==> src/rtl/core/rsskey_pkg.sv <==
// Shared types, sizes and operation codes for the record sort and search block.
`default_nettype none
package rsskey_pkg;

  localparam int TABLE_DEPTH = 64;
  localparam int ADDR_W      = $clog2(TABLE_DEPTH);
  localparam int CNT_W       = $clog2(TABLE_DEPTH + 1);
  localparam int IDXC_W      = (CNT_W > 6) ? CNT_W : 6;
  localparam int CMPC_W      = (CNT_W > 7) ? CNT_W : 7;

  localparam logic [1:0] FN_WRITE  = 2'd0;
  localparam logic [1:0] FN_READ   = 2'd1;
  localparam logic [1:0] FN_SORT   = 2'd2;
  localparam logic [1:0] FN_SEARCH = 2'd3;

  typedef struct packed {
    logic signed [31:0] key;
    logic [15:0]        payload;
  } record_t;

  typedef struct packed {
    logic               found;
    logic [5:0]         position;
    logic signed [31:0] key;
    logic [15:0]        payload;
  } result_t;

  // Clamp the programmed count to the table depth.
  function automatic logic [CNT_W-1:0] used_count(input logic [6:0] cnt);
    if (CMPC_W'(cnt) > CMPC_W'(TABLE_DEPTH)) begin
      return CNT_W'(TABLE_DEPTH);
    end
    return CNT_W'(cnt);
  endfunction

  function automatic logic index_in_range(input logic [5:0] idx);
    return IDXC_W'(idx) < IDXC_W'(TABLE_DEPTH);
  endfunction

endpackage
`default_nettype wire

==> src/rtl/core/rsskey_if.sv <==
// Valid/ready channel interfaces for operation beats and result beats.
`default_nettype none
interface rsskey_in_if;
  logic               valid;
  logic               ready;
  logic [1:0]         func;
  logic [5:0]         index;
  logic signed [31:0] key;
  logic [15:0]        payload;

  modport source (output valid, output func, output index, output key, output payload,
                  input ready);
  modport sink (input valid, input func, input index, input key, input payload,
                output ready);
endinterface

interface rsskey_out_if;
  logic               valid;
  logic               ready;
  logic               found;
  logic [5:0]         position;
  logic signed [31:0] key_out;
  logic [15:0]        payload_out;

  modport source (output valid, output found, output position, output key_out,
                  output payload_out, input ready);
  modport sink (input valid, input found, input position, input key_out,
                input payload_out, output ready);
endinterface
`default_nettype wire

==> src/rtl/core/record_sort_and_search_by_key_top.sv <==
// Top level of the record table with in-place exchange sort and linear key search.
`default_nettype none
// Record table of TABLE_DEPTH entries (signed 32-bit key, 16-bit payload) kept in one
// synchronous memory with one write and one registered read port. One operation beat is
// taken at a time; the result beat lands in an output register, so the next operation is
// accepted while a result still waits. Search reads the records up to the count clamped
// to the depth, one entry per cycle through the read port, and stops at the first match;
// sort streams one compare-and-swap per cycle in its inner loop, holding the smallest
// record so far (record i at first) in a register while each later record j is read
// and compared; on a swap the held record is written to slot j and record j is held
// instead. The held record is written home to slot i after its pass. Contents are
// undefined until written and need no clearing after reset. The count register is
// written through cfg_*, which is always ready; write it only while the block is idle.
module record_sort_and_search_by_key_top
  import rsskey_pkg::*;
(
  input  wire logic        clk,
  input  wire logic        rst_n,
  rsskey_in_if.sink        in_ch,
  rsskey_out_if.source     out_ch,
  input  wire logic        cfg_valid,
  output logic             cfg_ready,
  input  wire logic [6:0]  cfg_data
);

  localparam logic [2:0] S_IDLE = 3'd0;
  localparam logic [2:0] S_RD   = 3'd1;
  localparam logic [2:0] S_OUT  = 3'd2;
  localparam logic [2:0] S_SI   = 3'd3;
  localparam logic [2:0] S_SH   = 3'd4;
  localparam logic [2:0] S_SJ   = 3'd5;
  localparam logic [2:0] S_QI   = 3'd6;

  record_t mem [TABLE_DEPTH];
  record_t rdata_r;

  logic [2:0]         state_r, state_nxt;
  logic [6:0]         count_r;
  logic [CNT_W-1:0]   n_r, n_nxt;
  logic [CNT_W-1:0]   i_r, i_nxt;
  logic [CNT_W-1:0]   j_r, j_nxt;
  logic               pv_r, pv_nxt;
  logic [ADDR_W-1:0]  pj_r, pj_nxt;
  record_t            held_r, held_nxt;
  logic signed [31:0] key_r, key_nxt;
  logic [5:0]         idx_r, idx_nxt;
  result_t            res_r, res_nxt;
  logic               out_valid_r, out_valid_nxt;
  result_t            out_res_r, out_res_nxt;

  logic               mem_we, mem_re;
  logic [ADDR_W-1:0]  mem_waddr, mem_raddr;
  record_t            mem_wdata;
  logic               accept, issue, out_free;

  assign cfg_ready          = 1'b1;
  assign in_ch.ready        = (state_r == S_IDLE);
  assign accept             = in_ch.valid && in_ch.ready;
  assign out_free           = !out_valid_r || out_ch.ready;
  assign issue              = (j_r < n_r);

  assign out_ch.valid       = out_valid_r;
  assign out_ch.found       = out_res_r.found;
  assign out_ch.position    = out_res_r.position;
  assign out_ch.key_out     = out_res_r.key;
  assign out_ch.payload_out = out_res_r.payload;

  always_comb begin
    state_nxt     = state_r;
    n_nxt         = n_r;
    i_nxt         = i_r;
    j_nxt         = j_r;
    pv_nxt        = 1'b0;
    pj_nxt        = pj_r;
    held_nxt      = held_r;
    key_nxt       = key_r;
    idx_nxt       = idx_r;
    res_nxt       = res_r;
    out_valid_nxt = out_valid_r && !out_ch.ready;
    out_res_nxt   = out_res_r;
    mem_we        = 1'b0;
    mem_waddr     = '0;
    mem_wdata     = held_r;
    mem_re        = 1'b0;
    mem_raddr     = '0;

    unique case (state_r)
      S_IDLE: begin
        if (accept) begin
          key_nxt = in_ch.key;
          idx_nxt = in_ch.index;
          n_nxt   = used_count(count_r);
          unique case (in_ch.func)
            FN_WRITE: begin
              // Store at once if the index is in range; the beat is echoed back, key and payload zeroed if not.
              mem_we           = index_in_range(in_ch.index);
              mem_waddr        = ADDR_W'(in_ch.index);
              mem_wdata        = '{key: in_ch.key, payload: in_ch.payload};
              res_nxt.found    = index_in_range(in_ch.index);
              res_nxt.position = in_ch.index;
              res_nxt.key      = index_in_range(in_ch.index) ? in_ch.key : '0;
              res_nxt.payload  = index_in_range(in_ch.index) ? in_ch.payload : '0;
              state_nxt        = S_OUT;
            end
            FN_READ: begin
              if (index_in_range(in_ch.index)) begin
                mem_re    = 1'b1;
                mem_raddr = ADDR_W'(in_ch.index);
                state_nxt = S_RD;
              end else begin
                res_nxt   = '{found: 1'b0, position: in_ch.index, key: '0, payload: '0};
                state_nxt = S_OUT;
              end
            end
            FN_SORT: begin
              i_nxt     = '0;
              state_nxt = S_SI;
            end
            FN_SEARCH: begin
              j_nxt     = '0;
              state_nxt = S_QI;
            end
            default: state_nxt = S_IDLE;
          endcase
        end
      end

      S_RD: begin
        res_nxt   = '{found: 1'b1, position: idx_r, key: rdata_r.key,
                      payload: rdata_r.payload};
        state_nxt = S_OUT;
      end

      S_OUT: begin
        if (out_free) begin
          out_valid_nxt = 1'b1;
          out_res_nxt   = res_r;
          state_nxt     = S_IDLE;
        end
      end

      S_SI: begin
        // Start the pass for record i, or finish when fewer than two remain.
        if ((CNT_W + 1)'(i_r) + 1'b1 < (CNT_W + 1)'(n_r)) begin
          mem_re    = 1'b1;
          mem_raddr = i_r[ADDR_W-1:0];
          j_nxt     = CNT_W'(i_r + 1'b1);
          state_nxt = S_SH;
        end else begin
          res_nxt   = '{found: 1'b1, position: '0, key: '0, payload: '0};
          state_nxt = S_OUT;
        end
      end

      S_SH: begin
        held_nxt  = rdata_r;
        mem_re    = 1'b1;
        mem_raddr = j_r[ADDR_W-1:0];
        pv_nxt    = 1'b1;
        pj_nxt    = j_r[ADDR_W-1:0];
        j_nxt     = CNT_W'(j_r + 1'b1);
        state_nxt = S_SJ;
      end

      S_SJ: begin
        // Swap: the larger held record is written to slot j and the smaller record j is held.
        if (pv_r && (held_r.key > rdata_r.key)) begin
          mem_we    = 1'b1;
          mem_waddr = pj_r;
          mem_wdata = held_r;
          held_nxt  = rdata_r;
        end
        if (issue) begin
          mem_re    = 1'b1;
          mem_raddr = j_r[ADDR_W-1:0];
          pv_nxt    = 1'b1;
          pj_nxt    = j_r[ADDR_W-1:0];
          j_nxt     = CNT_W'(j_r + 1'b1);
        end else if (!pv_r) begin
          // Pipe drained: put the held minimum home at slot i.
          mem_we    = 1'b1;
          mem_waddr = i_r[ADDR_W-1:0];
          mem_wdata = held_r;
          i_nxt     = CNT_W'(i_r + 1'b1);
          state_nxt = S_SI;
        end
      end

      S_QI: begin
        if (pv_r && (rdata_r.key == key_r)) begin
          res_nxt   = '{found: 1'b1, position: 6'(pj_r), key: rdata_r.key,
                        payload: rdata_r.payload};
          state_nxt = S_OUT;
        end else if (issue) begin
          mem_re    = 1'b1;
          mem_raddr = j_r[ADDR_W-1:0];
          pv_nxt    = 1'b1;
          pj_nxt    = j_r[ADDR_W-1:0];
          j_nxt     = CNT_W'(j_r + 1'b1);
        end else if (!pv_r) begin
          res_nxt   = '{found: 1'b0, position: '0, key: '0, payload: '0};
          state_nxt = S_OUT;
        end
      end

      default: state_nxt = S_IDLE;
    endcase
  end

  // Record memory: one write port, one registered read port.
  always_ff @(posedge clk) begin
    if (mem_we) begin
      mem[mem_waddr] <= mem_wdata;
    end
    if (mem_re) begin
      rdata_r <= mem[mem_raddr];
    end
  end

  always_ff @(posedge clk) begin
    if (!rst_n) begin
      state_r     <= S_IDLE;
      count_r     <= '0;
      pv_r        <= 1'b0;
      out_valid_r <= 1'b0;
    end else begin
      state_r     <= state_nxt;
      pv_r        <= pv_nxt;
      out_valid_r <= out_valid_nxt;
      if (cfg_valid && cfg_ready) begin
        count_r <= cfg_data;
      end
    end
  end

  always_ff @(posedge clk) begin
    n_r       <= n_nxt;
    i_r       <= i_nxt;
    j_r       <= j_nxt;
    pj_r      <= pj_nxt;
    held_r    <= held_nxt;
    key_r     <= key_nxt;
    idx_r     <= idx_nxt;
    res_r     <= res_nxt;
    out_res_r <= out_res_nxt;
  end

  // One operation at a time: an accepted beat closes the input until the result is queued.
  a_busy_after_accept: assert property (@(posedge clk) disable iff (!rst_n)
    accept |=> !in_ch.ready)
    else $error("input taken again right after an accepted beat");

  // The streaming pass never reads the slot it writes in the same cycle.
  a_no_rw_overlap: assert property (@(posedge clk) disable iff (!rst_n)
    (mem_we && mem_re) |-> (mem_waddr != mem_raddr))
    else $error("memory read and write hit the same entry");

  // An in-flight read always lies inside the used part of the table.
  a_inflight_in_range: assert property (@(posedge clk) disable iff (!rst_n)
    pv_r |-> (CNT_W'(pj_r) < n_r))
    else $error("in-flight read beyond the record count");

  // No read is left in flight once the block is back at idle.
  a_idle_drained: assert property (@(posedge clk) disable iff (!rst_n)
    (state_r == S_IDLE) |-> !pv_r)
    else $error("read still in flight while idle");

endmodule
`default_nettype wire
==> src/flat_wrapper.sv <==
// flat-port wrapper written by rule: the top's interface ports become plain ports
module record_sort_and_search_by_key_top_flat import rsskey_pkg::*;
  (clk, rst_n, cfg_valid, cfg_ready, cfg_data, in_ch_valid, in_ch_func, in_ch_index, in_ch_key, in_ch_payload, in_ch_ready, out_ch_valid, out_ch_found, out_ch_position, out_ch_key_out, out_ch_payload_out, out_ch_ready);
  rsskey_in_if in_ch_i ();
  rsskey_out_if out_ch_i ();
  input  wire logic clk;
  input  wire logic rst_n;
  input  wire logic cfg_valid;
  output logic cfg_ready;
  input  wire logic [6:0] cfg_data;
  input wire logic [$bits(in_ch_i.valid)-1:0] in_ch_valid;
  input wire logic [$bits(in_ch_i.func)-1:0] in_ch_func;
  input wire logic [$bits(in_ch_i.index)-1:0] in_ch_index;
  input wire logic [$bits(in_ch_i.key)-1:0] in_ch_key;
  input wire logic [$bits(in_ch_i.payload)-1:0] in_ch_payload;
  output wire logic [$bits(in_ch_i.ready)-1:0] in_ch_ready;
  output wire logic [$bits(out_ch_i.valid)-1:0] out_ch_valid;
  output wire logic [$bits(out_ch_i.found)-1:0] out_ch_found;
  output wire logic [$bits(out_ch_i.position)-1:0] out_ch_position;
  output wire logic [$bits(out_ch_i.key_out)-1:0] out_ch_key_out;
  output wire logic [$bits(out_ch_i.payload_out)-1:0] out_ch_payload_out;
  input wire logic [$bits(out_ch_i.ready)-1:0] out_ch_ready;
  assign in_ch_i.valid = in_ch_valid;
  assign in_ch_i.func = in_ch_func;
  assign in_ch_i.index = in_ch_index;
  assign in_ch_i.key = in_ch_key;
  assign in_ch_i.payload = in_ch_payload;
  assign in_ch_ready = in_ch_i.ready;
  assign out_ch_valid = out_ch_i.valid;
  assign out_ch_found = out_ch_i.found;
  assign out_ch_position = out_ch_i.position;
  assign out_ch_key_out = out_ch_i.key_out;
  assign out_ch_payload_out = out_ch_i.payload_out;
  assign out_ch_i.ready = out_ch_ready;
  record_sort_and_search_by_key_top u_core (.clk(clk), .rst_n(rst_n), .in_ch(in_ch_i), .out_ch(out_ch_i), .cfg_valid(cfg_valid), .cfg_ready(cfg_ready), .cfg_data(cfg_data));
endmodule
==> config.mk <==
export PLATFORM = sky130hd
export DESIGN_NAME = record_sort_and_search_by_key_top_flat
export DESIGN_NICKNAME = d
export VERILOG_FILES = /design/src/rtl/core/rsskey_pkg.sv /design/src/rtl/core/rsskey_if.sv /design/src/rtl/core/record_sort_and_search_by_key_top.sv /design/src/flat_wrapper.sv
export SDC_FILE = /design/constraint.sdc
export NUM_CORES = 2
export LEC_CHECK = 0
export BUFFER_PORTS_ARGS = -buffer_cell sky130_fd_sc_hd__buf_2
export CORE_AREA = 2 2 546 548
export DETAILED_ROUTE_END_ITERATION = 10
export DIE_AREA = 0 0 548 550
export GPL_ROUTABILITY_DRIVEN = 0
export PLACE_DENSITY_LB_ADDON = 0.15
export SLEW_MARGIN = 40
export SYNTH_ARGS = -nofsm -noshare
export SYNTH_HDL_FRONTEND = slang
export SYNTH_SLANG_ARGS = --single-unit
==> constraint.sdc <==
create_clock -name clk -period 7.6 [get_ports clk]
set_clock_uncertainty 0.15 [all_clocks]
set_input_delay 0.76 -clock clk [delete_from_list [all_inputs] [get_ports clk]]
set_output_delay 0.76 -clock clk [all_outputs]
set_load 0.03 [all_outputs]
; After elaboration in Yosys (flattened, before gate mapping)
; Memories as Yosys holds them, arrays and structs flattened. A register that Yosys moved wholly into a read port is not among the register bits.
; Cells that the tools add are included.
[word_totals]
register_bits = 235
ram_bits = 3072
input_bits = 68
output_inout_bits = 58
elab_cells = 143
memories = 1
[op_classes]
add_sub_neg = 3
order_cmp = 4
eq_ne = 23
n_mux = 70
reduce_logical = 22
[memory_table]
columns = memory, depth, word_bits, rd, rd_ports_with_merged_regs, wr, line
row1 = u_core.mem, 64, 48, 1, 1, 1, record_sort_and_search_by_key_top.sv:34  ; record_t mem [TABLE_DEPTH];
[ops]
columns = op, n
row1 = $mux 55, 6
row2 = $pmux 55 s4, 1
row3 = $mux 48, 4
row4 = $pmux 48 s2, 1
row5 = $mux 7, 11
row6 = $mux 6, 12
row7 = $pmux 7 s5, 1
row8 = $eq 32x32->1, 1
row9 = $gt 32x32->1, 1
row10 = $pmux 6 s5, 1
row11 = $mux 3, 8
row12 = $pmux 3 s7, 1
row13 = $pmux 6 s3, 1
row14 = $mux 1, 17
row15 = $ne 2x2->1 const B, 8
row16 = $add 7x1->7 const B, 2
row17 = $pmux 7 s2, 1
row18 = $pmux 3 s4, 1
row19 = $pmux 6 s2, 1
row20 = $reduce_and 6->1, 2
row21 = $reduce_and 5->1, 2
row22 = $eq 3x3->1 const B, 3
row23 = $add 7x1->8 const B, 1
row24 = $lt 8x7->1, 1
row25 = 21 further kinds, 34

; Logic depth before layout (Yosys ltp)
[logic_depth]
word_depth = 8
depth_mapped = 22
ltp_nobuf = 16

; Worst setup path before layout
; Ideal clock, no wire load.
[synth_timing]
path_kind = reg-to-reg
startpoint = register u_core.state_r[2]
endpoint = register u_core.res_r[0] in the netlist's numbering (enable)
setup_ns = 0.550
t_arrival_ns = 7.179
required_ns = 6.900
setup_slack_ns = -0.279
path_stages_with_launch = 7
path_buffers = 2
synth_period_minus_slack_ns = 7.879
path_cell_list = dfxtp_1 > clkbuf_1 > nor3_1 > and2_1 > nand2_1 > clkbuf_1 > a211oi_1
[synth_via]
elab_chain_len = 4
elab_cells_between_ends = 12
cone_classes = eq/ne: 8 / reduce/logical: 4
[synth_lines]
columns = element, line
row1 = start: declaration, record_sort_and_search_by_key_top.sv:37  ; logic [2:0] state_r, state_nxt;
row2 = start signal: assignment, record_sort_and_search_by_key_top.sv:227  ; state_r <= state_nxt;
row3 = $logic_not 3->1 (*), record_sort_and_search_by_key_top.sv:57  ; assign in_ch.ready = (state_r == S_IDLE);
row4 = net in_ch_ready, flat_wrapper.sv:16  ; output wire logic [$bits(in_ch_i.ready)-1:0] in_ch_ready;
row5 = $logic_and 1x1->1, record_sort_and_search_by_key_top.sv:58  ; assign accept = in_ch.valid && in_ch.ready;
row6 = $ne 2x2->1 (no line), --
row7 = $reduce_and 6->1 (no line) (*), --
row8 = end signal: assignment, record_sort_and_search_by_key_top.sv:244  ; res_r <= res_nxt;
row9 = end: declaration, record_sort_and_search_by_key_top.sv:47  ; result_t res_r, res_nxt;
; The timed path passes the listed nets; every way through them passes the cells marked *.
; A chain may end at the register's enable or synchronous reset.

; Worst setup path in the final report
[layout_timing]
startpoint = register u_core.i_r[0]
endpoint = register u_core.rdata_r[16] (netlist name)
[layout_via]
elab_chain_len = 4
elab_cells_between_ends = 6
cone_classes = add/sub: 1 / order compare: 1 / mux: 4
[layout_lines]
columns = element, line
row1 = start: declaration, record_sort_and_search_by_key_top.sv:40  ; logic [CNT_W-1:0] i_r, i_nxt;
row2 = start signal: assignment, record_sort_and_search_by_key_top.sv:238  ; i_r <= i_nxt;
row3 = $add 7x1->8, record_sort_and_search_by_key_top.sv:144  ; if ((CNT_W + 1)'(i_r) + 1'b1 < (CNT_W + 1)'(n_r)) begin
row4 = $lt 8x7->1, record_sort_and_search_by_key_top.sv:144
row5 = $mux 6 or $mux 1 (tied branches), record_sort_and_search_by_key_top.sv:144
row6 = $pmux 6 s5 or $pmux 1 s5 (tied branches), record_sort_and_search_by_key_top.sv:87  ; unique case (state_r)
; Several ways; a longest one is shown, not always the timed one.

==> flow_metrics.tcl <==
set metrics [dict create \
    status "complete, no violations" \
    clk_latency_ns 0.90 \
    io_pins 126 \
    power.leakage_nw 50.7 \
    ys_ff_latch 3355 \
    num_rows 200 \
    fp.coreArea_mm2 0.296 \
    multiInputGateArea_mm2 0.0302 \
    drv_slew 0 \
    avgSynthCellArea_um2 13.9 \
    crit_chain "ha_1 -> xnor2_1 -> inv_1 -> ha_1 -> a211o_1 -> a31oi_1 -> o31ai_1 -> nor3_1 -> a311o_2 -> buf_16 -> buf_12 -> buf_12 -> mux2i_1 -> a22oi_1 -> a22oi_1 -> nand3_1 -> a2111oi_0 -> buf_4 -> o211ai_1" \
    viasPerCell 6.06 \
    areaGrowthSynthToFinish_pct 14.8 \
    cpMaxStageDelayCell "a311o_2" \
    synth-edff-count 3343 \
    route.detailed.drc 0 \
    synth-async-reset-ratio_pct 0 \
    cp.arrival_ns 7.03 \
    syn_inst 9543 \
    grt_pass1_wl_mm 608 \
    clkPwrFrac_pct 35.3 \
    cts_max_level 5 \
    vias 85472 \
    initial_core_util_pct 44.9 \
    slowest_delay_ns 0.62 \
    antenna_found_initial 28 \
    synth_area_mm2 0.133 \
    cp-end-kind "flop" \
    initialDrtViolationCount 12331 \
    synth_most_common_cell "edfxtp_1" \
    slew_headroom_pct 30.4 \
    setup_viol 0 \
    die_y_um 550 \
    critPathRequiredTime_ns 7.98 \
    nets 9991 \
    overflow 0 \
    nFillCells 24674 \
    ant_nets 0 \
    worstPathMaxFanout 43 \
    worstMarginPinSlew_ns 1.04 \
    wl_per_cell_um 30.6 \
    maxCapViolCount 0 \
    cts_buffer_depth 4 \
    synth_common_cells "3,343 x edfxtp_1, 2,478 x nand2_1, 992 x nand3_1, 440 x a21oi_1, 301 x mux2i_1" \
    grt_pass1_vias 80412 \
    rsz0062_at_grt "false" \
    ys_warn_count 0 \
    ff_latch_area_mm2 0.101 \
    port_buffers 124 \
    fmax_ghz 0.150 \
    grt_max_degree 110 \
    p_int_mw 33.2 \
    setup-tns-final_ns 0 \
    period_share_pct 87.5 \
    grt_util_all_layers_pct 28.1 \
    p_sw_mw 13.8 \
    min_period_ns 6.65 \
    power_density_mw_per_mm2 308 \
    die_area_mm2 0.301 \
    seqPwrFrac_pct 46.7 \
    combPwrFrac_pct 18.0 \
    fp.dieW_um 548 \
    crit_buf_inv 5 \
    place_hpwl_mm 257 \
    clkTransAtPathRegs_ns 0.06 \
    synth_top_cells_by_area "edfxtp_1 76%, nand2_1 7.0%, nand3_1 3.7%" \
    critPathTopFamily "compound AO/OA/AOI/OAI gates" \
    cp-start-kind "flop" \
    synth.distinct_cells 77 \
    p_sw_share_pct 29.3 \
    seq_area_frac_synth_pct 75.9 \
    drive_above_1_share_pct 11.3 \
    ir_drop_uv 198 \
    numCtsBuffers 353 \
    worstSetupPathType "flop to flop" \
    cts_tree "done" \
    synth_nets 9662 \
    synth-main-ff-cell "edfxtp_1" \
    utilization_pct 51.5 \
    hold_path.class "input pin to flop" \
    wl_mm 431 \
    yosysTopAreaCellShare_pct 75.7 \
    synth_top_cell_by_area "edfxtp_1" \
    hold_violations 0 \
    cts_root_buf "clkbuf_16" \
    first_pass_iters 6 \
    numClockSinks 3355 \
]
metal layers:
metal / vias up / global-route usage, % / wire, µm
li1: 36343 / - / -
met4: 8 / 8.40 / 13400
met2: 4881 / 43.1 / 194000
met3: 746 / 5.06 / 45700
met1: 43494 / 40.9 / 178000
met5: - / 0 / 54
flip-flops by register name (all words and copies together), names as in the netlist, 6 cells and up:
| signal | cells |
|---|---|
| u_core.mem | 3072 |
| u_core.out_ch.payload_out | 16 |
| u_core.out_ch.key_out | 32 |
| u_core.rdata_r | 48 |
| u_core.i_r | 7 |
| u_core.key_r | 32 |
| u_core.out_ch.position | 6 |
| u_core.count_r | 7 |
| u_core.idx_r | 6 |
| u_core.held_r | 48 |
| u_core.n_r | 7 |
| u_core.j_r | 7 |
| u_core.pj_r | 6 |
| u_core.res_r | 55 |
layout make-up:
cell class	count	share of cell area (%)
flip-flops and latches	3355	66.1
multi-input cells	5559	19.8
clock buffers	431	6.05
repair buffers	550	3.57
well taps	3939	3.24
clock inverters	200	1.09
inverters	53	0.131
diodes	7	0.0115
logic make-up after synthesis:
group | Yosys count | synth area share (%)
AOI/OAI and AO/OA | 1205 | 6.01
DFF | 3355 | 75.9
xor gates and xnor gates | 42 | 0.277
buffers and inverters | 629 | 2.24
muxes | 302 | 2.28
other | 1 | 0.00283
and+or+nand+nor | 3958 | 12.8
adders and majority gates | 51 | 0.481
power groups by stage:
stage	clock network [mW]	logic, mW	registers [mW]
floorplan	0	4.58	22.2
finish	16.6	8.45	21.9
global route	17.4	8.94	21.9
global placement	0	8.16	22.3
CTS	16.7	8.32	21.9
detailed placement	0	8.27	22.3
metrics by stage:
stage               cells  area, µm²  setup slack (ns)  hold slack (ns)  power [mW]
global route        14088     152000             0.758           0.0581        48.3
CTS                 14085     152000             0.998           0.0189        47.0
detailed placement  13399     141000              1.02            0.255        30.6
floorplan            9543     133000              1.63            0.250        26.8
global placement    13365     140000            -0.148            0.251        30.4
finish              14094     152000             0.946           0.0717        46.9
path summary, 6_finish.rpt:
| kind | slack [ns] | to | depth (start not counted) | startpoint |
|---|---|---|---|---|
| worst min register to register | 0.27 | u_core.out_ch.payload_out[1] | 0 | u_core.res_r[1] |
| worst min-delay path | 0.07 | u_core.res_r[5] | 2 | in_ch_payload[5] |
| worst max register to register | 0.95 | u_core.rdata_r[16] | 19 | u_core.i_r[0] |
| worst max-delay path | 0.95 | u_core.rdata_r[16] | 19 | u_core.i_r[0] |
timing repair:
item,in CTS,in global routing
endpoints found under the hold margin,59,0
hold buffers,55,0
resized for setup,0,0
setup buffers,0,0
placed cells by master, fill, tap and decap left out, types with 16 or more instances in the layout:
cell type      instances
edfxtp_1            3343
nand2_1             2426
nand3_1              990
a21oi_1              437
clkbuf_16            357
mux2i_1              301
a22oi_1              246
buf_4                244
buf_2                126
and3_1               101
a31oi_1              101
buf_12                92
nand4_1               88
clkinv_1              86
nor2_1                83
nor2_4                75
clkbuf_1              74
a22o_1                65
clkinv_2              65
dlygate4sd3_1         55
inv_1                 53
o21ai_0               51
ha_1                  51
o22ai_1               47
a2111oi_0             37
a32oi_1               35
nand2_2               27
xnor2_1               26
a21o_1                25
bufinv_16             24
nor2b_1               23
nor4_1                19
a211oi_1              19
or3_1                 17
a221oi_1              17
xor2_1                16
nor3_1                16
a311oi_1              16
No activity file was read; power rests on OpenSTA's default activity.
